File: src/sv/wdcm_pkg.sv
// Package for the wind direction circular mean block.
// Holds sizes, fixed-point constants, the CORDIC arctangent table and the
// controller state, command and status types. Depends on nothing.
package wdcm_pkg;

  localparam int RING_DEPTH   = 512;
  localparam int ADDR_W       = $clog2(RING_DEPTH);
  localparam int CNT_W        = $clog2(RING_DEPTH + 1);
  localparam int SORT_DEPTH   = 2 * (2 ** ADDR_W);

  localparam int WIN_W        = 10;
  localparam int ANG_W        = 12;
  localparam int DEG_W        = 9;
  localparam int HELD_W       = 10;
  localparam int Q15_W        = 16;
  localparam int SUM_W        = 26;
  localparam int KEY_W        = 25;
  localparam int XY_W         = 48;
  localparam int Z_W          = 32;
  localparam int REM_W        = 10;

  localparam int CORDIC_STEPS = 16;
  localparam int ITER_W       = $clog2(CORDIC_STEPS);

  localparam int DEG_Q16       = 65536;
  localparam int DEG_HALF_TURN = 180;
  localparam int DEG_TURN      = 360;
  localparam int DEG_MAX       = 359;
  localparam int FULL_TURN_Q16 = DEG_TURN * DEG_Q16;
  localparam int HALF_TURN_Q16 = DEG_HALF_TURN * DEG_Q16;
  localparam int HALF_DEG_Q16  = DEG_Q16 / 2;

  localparam int TENTHS_TURN   = 3600;
  localparam int TENTHS_QUAD   = 900;

  // Gain-compensated start vector in Q2.30.
  localparam int X_START      = 652032874;
  localparam int VEC_SHIFT    = 20;
  localparam int Q15_ROUND    = 16384;
  localparam int Q15_SHIFT    = 15;
  localparam int Q15_MAX      = 32767;
  localparam int Q15_MIN      = -32768;

  // floor(n / 10) = (n * RECIP_10) >> RECIP_SHIFT for n below 2^26.
  localparam int RECIP_10     = 53687092;
  localparam int RECIP_SHIFT  = 29;
  localparam int Z_ROUND      = 5;

  localparam logic [WIN_W-1:0] WINDOW_RESET = WIN_W'(60);

  function automatic logic signed [Z_W-1:0] arc_q16(input logic [ITER_W-1:0] i);
    logic signed [Z_W-1:0] a;
    case (i)
      4'd0:    a = Z_W'(2949120);
      4'd1:    a = Z_W'(1740967);
      4'd2:    a = Z_W'(919879);
      4'd3:    a = Z_W'(466945);
      4'd4:    a = Z_W'(234379);
      4'd5:    a = Z_W'(117304);
      4'd6:    a = Z_W'(58666);
      4'd7:    a = Z_W'(29335);
      4'd8:    a = Z_W'(14668);
      4'd9:    a = Z_W'(7334);
      4'd10:   a = Z_W'(3667);
      4'd11:   a = Z_W'(1833);
      4'd12:   a = Z_W'(917);
      4'd13:   a = Z_W'(458);
      4'd14:   a = Z_W'(229);
      default: a = Z_W'(115);
    endcase
    return a;
  endfunction

  typedef enum logic [3:0] {
    ST_IDLE,
    ST_PREP,
    ST_ROT,
    ST_SINCOS,
    ST_KEY_LD,
    ST_KEY,
    ST_STORE,
    ST_MWAIT,
    ST_MSTEP,
    ST_WRAP,
    ST_SPREAD,
    ST_MEAN_LD,
    ST_MEAN,
    ST_DONE
  } state_t;

  typedef struct packed {
    logic accept;
    logic rot_ld;
    logic cor_step;
    logic sincos;
    logic key_ld;
    logic store;
    logic merge_step;
    logic wrap;
    logic spread;
    logic mean_ld;
    logic res_load;
  } cmd_t;

  typedef struct packed {
    logic item_ok;
    logic cor_last;
    logic merge_done;
    logic merge_adv;
    logic res_busy;
  } status_t;

  typedef struct packed {
    logic signed [Q15_W-1:0] sine;
    logic signed [Q15_W-1:0] cosine;
    logic [KEY_W-1:0]        key;
  } ring_entry_t;

endpackage

File: src/sv/wdcm_ctrl.sv
// Controller state machine: sequences CORDIC runs, ring update, merge pass
// and result hand-off. Depends on wdcm_pkg.
module wdcm_ctrl import wdcm_pkg::*; (
  input  logic    clk,
  input  logic    rst,
  input  logic    in_valid,
  output logic    in_ready,
  input  status_t st,
  output cmd_t    cmd
);

  state_t state, state_next;

  always_ff @(posedge clk) begin
    if (rst) begin
      state <= ST_IDLE;
    end else begin
      state <= state_next;
    end
  end

  always_comb begin
    state_next = state;
    unique case (state)
      ST_IDLE:    if (in_valid) state_next = ST_PREP;
      ST_PREP:    state_next = st.item_ok ? ST_ROT : ST_MEAN;
      ST_ROT:     if (st.cor_last) state_next = ST_SINCOS;
      ST_SINCOS:  state_next = ST_KEY_LD;
      ST_KEY_LD:  state_next = ST_KEY;
      ST_KEY:     if (st.cor_last) state_next = ST_STORE;
      ST_STORE:   state_next = ST_MWAIT;
      ST_MWAIT:   state_next = ST_MSTEP;
      ST_MSTEP: begin
        if (st.merge_done) begin
          state_next = ST_WRAP;
        end else if (st.merge_adv) begin
          state_next = ST_MWAIT;
        end
      end
      ST_WRAP:    state_next = ST_SPREAD;
      ST_SPREAD:  state_next = ST_MEAN_LD;
      ST_MEAN_LD: state_next = ST_MEAN;
      ST_MEAN:    if (st.cor_last) state_next = ST_DONE;
      ST_DONE:    if (!st.res_busy) state_next = ST_IDLE;
      default:    state_next = ST_IDLE;
    endcase
  end

  always_comb begin
    cmd      = '0;
    in_ready = 1'b0;
    unique case (state)
      ST_IDLE: begin
        in_ready   = 1'b1;
        cmd.accept = in_valid;
      end
      ST_PREP: begin
        // A failed read leaves the store alone; only the mean is redone.
        cmd.rot_ld  = st.item_ok;
        cmd.mean_ld = !st.item_ok;
      end
      ST_ROT, ST_KEY, ST_MEAN: cmd.cor_step = 1'b1;
      ST_SINCOS:  cmd.sincos     = 1'b1;
      ST_KEY_LD:  cmd.key_ld     = 1'b1;
      ST_STORE:   cmd.store      = 1'b1;
      ST_MWAIT:   cmd.merge_step = 1'b0;
      ST_MSTEP:   cmd.merge_step = 1'b1;
      ST_WRAP:    cmd.wrap       = 1'b1;
      ST_SPREAD:  cmd.spread     = 1'b1;
      ST_MEAN_LD: cmd.mean_ld    = 1'b1;
      ST_DONE:    cmd.res_load   = !st.res_busy;
      default:    cmd = '0;
    endcase
  end

endmodule

File: config.mk
export PLATFORM = sky130hd
export DESIGN_NAME = wdcm_ctrl
export DESIGN_NICKNAME = d
export VERILOG_FILES = /design/src/sv/wdcm_pkg.sv /design/src/sv/wdcm_ctrl.sv
export SDC_FILE = /design/constraint.sdc
export NUM_CORES = 1
export LEC_CHECK = 0
export ABC_AREA = 1
export BUFFER_PORTS_ARGS = -buffer_cell sky130_fd_sc_hd__buf_4
export CAP_MARGIN = 10
export CORE_AREA = 2 2 39 41
export DETAILED_ROUTE_END_ITERATION = 7
export DIE_AREA = 0 0 41 43
export SETUP_SLACK_MARGIN = 0.4
export SLEW_MARGIN = 20
export SYNTH_ARGS = -nofsm -noshare
export SYNTH_HDL_FRONTEND = slang
export SYNTH_SLANG_ARGS = --single-unit
File: constraint.sdc
create_clock -name clk -period 3.24 [get_ports clk]
set_input_delay 0.162 -clock clk [delete_from_list [all_inputs] [get_ports clk]]
set_output_delay 0.162 -clock clk [all_outputs]
set_load 0.03 [all_outputs]
After elaboration in Yosys (flattened, before gate mapping):

Index checks and enable logic that the tools add are counted.
W data, S select, Z words.

* multiplexer cells: 21
* reduce and logical (&&, ||, !) cells: 5
* equality and inequality tests: 19

Operators with widths (count)
* $pmux W4 S14: 1
* $mux W4: 8
* $eq A4 B4 Y1 const B: 6
* $eq A4 B3 Y1 const B: 4
* $mux W1: 11
* $ne A2 B2 Y1 const B: 5
* $eq A4 B2 Y1 const B: 2
* $reduce_and A6 Y1: 1
* $eq A4 B1 Y1 const B: 1
* $logic_not A4 Y1: 1
* $ne A3 B3 Y1 const B: 1
* $reduce_or A3 Y1: 1
* $logic_not A1 Y1: 2
* $pmux W1 S2: 1

* input port bits: 8
* bits in registers: 4
* output and inout bits: 12
* word-level logic and storage cells: 46

Depth between registers and ports, before layout:

Gate-level depths: netlist (run 1).

* word-level depth: 3
* depth in mapped cells: 9
* gate-level depth less buffers: 9

Least setup slack after synthesis (run 1):

OpenSTA, ideal clock, no wires.

* kind: register -> output
* start: register state[0]
* end: output cmd[10] (netlist name)
* arrival time: 1366 ps
* path buffers: 0
* stages on the path, launching flop included: 4
* slack: 1712 ps
* data required time: 3078 ps
* cell sequence: dfxtp_1 nor2_2 inv_1 nor3_1

RTL lines
* start: declaration: line wdcm_ctrl.sv:12 `state_t state, state_next;`
* start signal: assignment: line wdcm_ctrl.sv:18 `state <= state_next;`
* end: declaration: line wdcm_ctrl.sv:9 `output cmd_t cmd`

==> metrics.txt, run 1 <==
Avg Inst Size Synth=5.52 um2; Clock power frac=between 8 and 9%; Synth Net Count=95; routed vias/inst=4.61; RSZ-0062 raised after global routing=no; setup_tns=0 ps; PostCTS Resize Cnt=0; critical path peak fanout=6; total I/O pin count=20; Final Hold Fails=0; Pwr per Cell Area=1000 nW/um2; Syn Std Cell Area=around 480 um2; Largest Register=state; Yosys reg bits=4; Final Skew=between 1.5 and 2 ps; hold-fix buffers at CTS=0; vias in the first global route=467; Initial Util=between 30% and 40%; mux share of post-synthesis cell area=0%; Synth Area in Adders=0%; 1st-iter DRT viols=5; worst-margin pin slew=282 ps; Area Growth Syn to Fin=38.5%; TritonRoute pass-1 iters=4; grt ovf=0; simple logic cell fraction of the synthesized area=62.8%; maximum clock rate=between 0.6 and 0.7 GHz; # setup viols final=0; placement-stage cell area=643 um2; Skew-Pair Late Insertion Delay=~230 ps; logic gate share of total power=73.7%; outcome=completed; DP HPWL=1.04 mm; Sw Share=58.1%; pin count of the biggest net entering global routing=8; fin crit share=46.5%; Antenna Nets Post-Route=0; Crit path arrival time=1350 ps; CTS Buf Count=3; core area=1380 um2; Synth Area in Compound Gates=6.51%; share of the synthesized area in the top cell type=between 10% and 20%; Vias=576; dominant cells by area after synthesis=nand2_1 (19%), dfxtp_1 (17%), inv_1 (12%); Finished Cell Area=666 um2; Std-Cell Rows=14; share of cells above drive strength 1=37.6%; IO Port Bufs=19; Max-slew headroom=about four fifths; Util after Layout=48.1%; H-tree depth=1; Reg clk slew, reported paths=30 ps; Int Pwr=~0.28 mW; Flop pwr share=17.4%; sequential area share after synthesis=~17%; hold_ws=111 ps; Switch Pwr=0.388 mW; RePlAce Congestion=0.809; drt total wl=~1.2 mm; leak pwr=between 0.4 and 0.5 nW; routed length per instance=9.46 um; kind of critical path=flop to output port; Diodes inserted=0; Tmin final=~1500 ps; Root Buffer=clkbuf_4; CTS Sinks=4; Die ar.=1760 um2; worst vdd ir=0.455 mV; Syn Inst Count=a little under 90; first-pass GRT wire length=1.86 mm; max reg flops=4; Final nets=about 120; Worst setup SP type=flop; critical path endpoint category=output port; distinct cell type count of the synthesized netlist=16; largest family of logic cells by synthesized area=simple AND/OR/NAND/NOR gates; Worst EP required=3080 ps; CTS tree=yes; max-cap viol count=0; Synth warnings=0; type of the worst min-delay path=input pin to flop; Die Span Y=43 um; Die W=between 40 and 50 um; initial antenna violation count=0; Final Power=0.668 mW; # DRC=0; Final Slew Violations=0; Top Registers=state (4); Max clock buf depth=2; # Post-CTS Setup Buffers=0; post-synth top area cell=nand2_1; Global Route Usage Sum=between 15 and 20%; xor/xnor cell area share of the yosys netlist=0%
-- final cells by class --
| cell class | count | area (um2) |
|---|---|---|
| clock buffer | 3 | 22.5 |
| fill | 157 | 718 |
| inverter | 18 | 67.6 |
| multi-input combinational | 65 | 333 |
| sequential | 4 | 80.1 |
| tap | 16 | 20.0 |
| timing repair buffer | 19 | 143 |
-- per-layer routing --
| layer | GRT usage (%) | up-vias | wire (um) |
|---|---|---|---|
| met2 | 24.4 | 12 | 598 |
| li1 | - | 310 | - |
| met4 | 8.00 | 0 | 0 |
| met3 | 1.57 | 0 | 56 |
| met5 | 0 | - | 0 |
| met1 | 19.2 | 254 | 528 |
-- cells by family after synthesis --
logic type | count (synthesis)
simple gates | 59
flops | 4
buf+inv | 18
compound gates | 6
-- placed cells by master, fill, tap and decap left out, drive strengths merged --
master / netlist / routed
nand3b: 1 / 1
a21oi: 5 / 5
dfxtp: 4 / 4
nor2: 16 / 16
nor3: 2 / 2
nand3: 9 / 9
buf: 0 / 19
nand2: 30 / 30
or2: 1 / 1
clkbuf: 0 / 3
a31oi: 1 / 1
inv: 18 / 18
-- worst max-delay path, stage by stage (launching register included) --
cell and delay (ps):
dfxtp_1 450, inv_1 110, nor2_2 190, nand2_2 90, nand3_2 100, buf_4 170
-- power groups by stage --
| stage | clock network [mW] | registers [mW] | logic [mW] |
|---|---|---|---|
| global route | 0.0705 | 0.120 | 0.553 |
| floorplan | 0 | 0.107 | 0.368 |
| finish | 0.0593 | 0.116 | 0.492 |
| global placement | 0 | 0.117 | 0.497 |
| detailed placement | 0 | 0.117 | 0.497 |
| CTS | 0.0633 | 0.116 | 0.498 |
-- path summary, 6_finish.rpt --
kind / from / to / slack, ps / cells after the start
worst max-delay path: state[2]$_SDFFE_PP0P_ / cmd[8] / 1730 / 5
worst min-delay path: rst / state[1]$_SDFFE_PP0P_ / 110 / 2
worst max register to register: state[2]$_SDFFE_PP0P_ / state[3]$_SDFFE_PP0P_ / 1890 / 9
worst min register to register: state[3]$_SDFFE_PP0P_ / state[3]$_SDFFE_PP0P_ / 560 / 2
-- synthesized netlist by cell type --
| cell type | number |
|---|---|
| nand3b_1 | 1 |
| nor3_1 | 2 |
| inv_2 | 3 |
| dfxtp_1 | 4 |
| nand2_1 | 24 |
| inv_1 | 15 |
| a21oi_1 | 5 |
| a31oi_1 | 1 |
| nor2_1 | 8 |
| nand3_2 | 1 |
| nor2_2 | 6 |
| or2_2 | 1 |
| nand2_4 | 2 |
| nand2_2 | 4 |
| nor2_4 | 2 |
| nand3_1 | 8 |
-- per-stage QoR --
stage	instances	worst slack, ps
floorplan	87	1710
global placement	122	1920
detailed placement	122	1910
CTS	125	1700
global route	125	1580
finish	125	1730
No activity file was read; power rests on OpenSTA's default activity.
==> run 2: changes to the inputs <==
ABC_AREA = 0   (was 1)
PLACE_DENSITY = 0.68   (was default)
clock period = 1.34 ns   (was 3.24 ns; I/O delays follow)
==> run 2 against run 1 <==
The flow now finishes with violations (setup timing). Die area is the same. Combinational power grew to 4.2 times the previous value. Wire length rose by 38%. Sequential share of layout area decreased by 3.0 points. Cell count fell by 1.6%. Global-route usage is 6.5 points higher. Critical path depth is 1 lower. Non-clock buffer count is 22 higher. First-iteration DRC count rose by 80%. Highest routed layer unchanged.
==> metrics.txt, run 2 <==
Final nets=117 (-1.7%); asr flop ratio synth=0% (unchanged); DP HPWL=1.16 mm (+11%); dpl ws=-101 ps (-2010 ps); kind of critical path=flop to output port; sequential area share after synthesis=15.6% (-1.1 points); fin crit share=115%; Synth top cells by count=nor2_1 (8), nor3_1 (7), nand2_1 (5), nand2b_1 (5); initial antenna violation count=0 (unchanged); predominant post-synthesis flop cell=dfxtp_1; IO Port Bufs=19 (unchanged); Top Registers=state (4); CTS Sinks=4 (unchanged); Crit path arrival time=1480 ps (+130 ps); share of cells above drive strength 1=69.2% (+32 points); Area Growth Syn to Fin=106%; max reg flops=4 (unchanged); # setup viols final=12 (+12); Synth warnings=0 (unchanged); final worst slack=-202 ps (-1930 ps); routed length per instance=13.2 um (+40%); Util after Layout=76.3% (+28 points); Global Route Usage Sum=21.9% (+6.5 points); max-cap viol count=0 (unchanged); critical path peak fanout=6 (unchanged); setup_tns=-1060 ps (-1060 ps); Skew-Pair Late Insertion Delay=240 ps (about the same); # fillers=104 (-34%); failing checks=setup timing; Largest Register=state; CTS tree=yes; FF-to-FF setup slack=-110 ps (-2000 ps); post-synth top area cell=dfxtp_1; Antenna Nets Post-Route=0 (unchanged); Initial Util=37.1% (+2.4 points); Final Skew=7.42 ps (+5.88 ps); Reg clk slew, reported paths=40 ps (about the same); Synth Net Count=77 (-19%); share of the synthesized area in the top cell type=15.6% (-3.1 points); critical path endpoint category=output port; Syn Std Cell Area=513 um2 (+6.8%); critical-path cell list=or4bb_4 > o221ai_4 > buf_6 > buf_6; 1st-iter DRT viols=9 (+4); Tmin final=~1500 ps; Final Slew Violations=0 (unchanged); reg2reg end=state[2]$_SDFFE_PP0P_; Vias=645 (+12%); Diodes inserted=0 (unchanged); first-pass GRT wire length=2.68 mm (+44%); Syn Inst Count=69 (-21%); drt total wl=1.63 mm (+38%); most common cell in the netlist=nor2_1; Worst setup SP type=flop; H-tree depth=1 (unchanged); RePlAce Congestion=0.743 (-8.2%); Die ar.=1760 um2 (unchanged); Avg Inst Size Synth=7.43 um2 (+35%); total I/O pin count=20 (unchanged); maximum clock rate=0.648 GHz; Max-slew headroom=78.0% (-3.2 points); vias in the first global route=566 (+21%); commonest non-fill, non-tap cell in the layout=buf_4; worst-margin pin slew=330 ps (+48.2 ps); delay-heaviest family, CP=simple AND/OR/NAND/NOR gates; Die Span Y=43 um (unchanged); type of the worst min-delay path=input pin to flop; core area=1380 um2 (unchanged); crit path from=state[3]$_SDFFE_PP0P_; CP dominant cell by count=buf_6; min-delay src=st[3]; most frequent cells in the layout=buf_4 (22), buf_6 (19), nor2_4 (5); routed vias/inst=5.24 (+14%); # DRC=0 (unchanged); CP Buf/Inv Count=2 (unchanged); distinct cell type count of the synthesized netlist=33 (+17); Std-Cell Rows=14 (unchanged); FF/Latch Area=95.1 um2 (+19%); worst vdd ir=1.09 mV (+140%); Final Hold Fails=0 (unchanged); dominant cells by area after synthesis=dfxtp_1 (16%), nor3_1 (6.8%), nand2b_1 (6.1%); leak pwr=0.441 nW (+6.6%); multi-input logic area=532 um2 (+60%); pin count of the biggest net entering global routing=10 (+2); outcome=finished, violations left; critical path's slowest cell=or4bb_4; CTS Buf Count=3 (unchanged); Worst R2R Path Depth=5 (-4); Root Buffer=clkbuf_4; Yosys reg bits=4 (unchanged); Hold Crit Depth=3 (+1); Die W=41 um (unchanged); Worst path max stage delay=550 ps (+100 ps); TritonRoute pass-1 iters=4 (unchanged); number of flops mapped to enable cells by yosys=0 (unchanged); grt ovf=0 (unchanged); Hold EP=state[1]$_SDFFE_PP0P_; Worst EP required=1270 ps (-1810 ps); Crit. path cell count=4 (-1); Max clock buf depth=2 (unchanged); Worst R2R Start=state[2]$_SDFFE_PP0P_; Pwr per Cell Area=2340 nW/um2 (+130%); RSZ-0062 raised after global routing=yes
[run 2: worst max path at each step]
stage	endpoint	slack (ps)
4_1_cts	cmd[8]	-200
2_1_floorplan	state[0]$_SDFFE_PP0P_	-160
3_3_place_gp	state[2]$_SDFFE_PP0P_	-100
6_report	cmd[8]	-200
3_5_place_dp	state[2]$_SDFFE_PP0P_	-100
5_1_grt	cmd[8]	-240
[run 2: logic make-up (layout without fill, tap and decap cells)]
logic type | after synthesis | count (layout) | synth area share [%]
compound gates | 13 | 13 | 23.4
flops | 4 | 4 | 15.6
simple gates | 41 | 41 | 46.3
buf+inv | 8 | 46 | 8.78
mux | 3 | 3 | 5.85
[run 2: timing repair]
item / in CTS / in global routing
endpoints found under the hold margin: 0 / 0
endpoints found under the setup margin: 16 / 16
hold buffers: 0 / 0
gates resized for setup: 21 / 23
pin swaps: 3 / 3
setup buffers: 0 / 3
[run 2: cell type report]
cell class / count / area share, %
Sequential cell: 4 / 9.00
Clock buffer: 3 / 2.13
Multi-Input combinational cell: 57 / 50.4
Inverter: 2 / 0.711
Tap cell: 16 / 1.90
Timing Repair Buffer: 41 / 35.9
[run 2: layer usage]
| layer | track usage [%] | wire, um |
|---|---|---|
| met2 | 35.9 | 921 |
| met4 | 2.00 | 0 |
| met5 | 0 | 0 |
| met1 | 28.3 | 645 |
| met3 | 6.28 | 63 |
[run 2: where the power goes]
| group | total (mW) | switching (mW) | internal (mW) |
|---|---|---|---|
| clock | 0.150 | 0.0503 | 0.100 |
| combinational | 2.05 | 0.988 | 1.06 |
| sequential | 0.273 | 0.0753 | 0.198 |
[run 2: per-stage QoR]
stage / std cells / power (mW) / hold slack [ps] / area (um2)
2_1_floorplan: 69 / 1.32 / 202 / 592
4_1_cts: 120 / 2.22 / 99.4 / 948
3_5_place_dp: 117 / 1.87 / 359 / 855
5_1_grt: 123 / 2.65 / 137 / 1060
6_report: 123 / 2.48 / 127 / 1060
3_3_place_gp: 117 / 1.84 / 355 / 855
[run 2: worst min-delay path: stages]
cell       delay (ps)
buf_4              80
or3_1             100
o2bb2ai_1          70
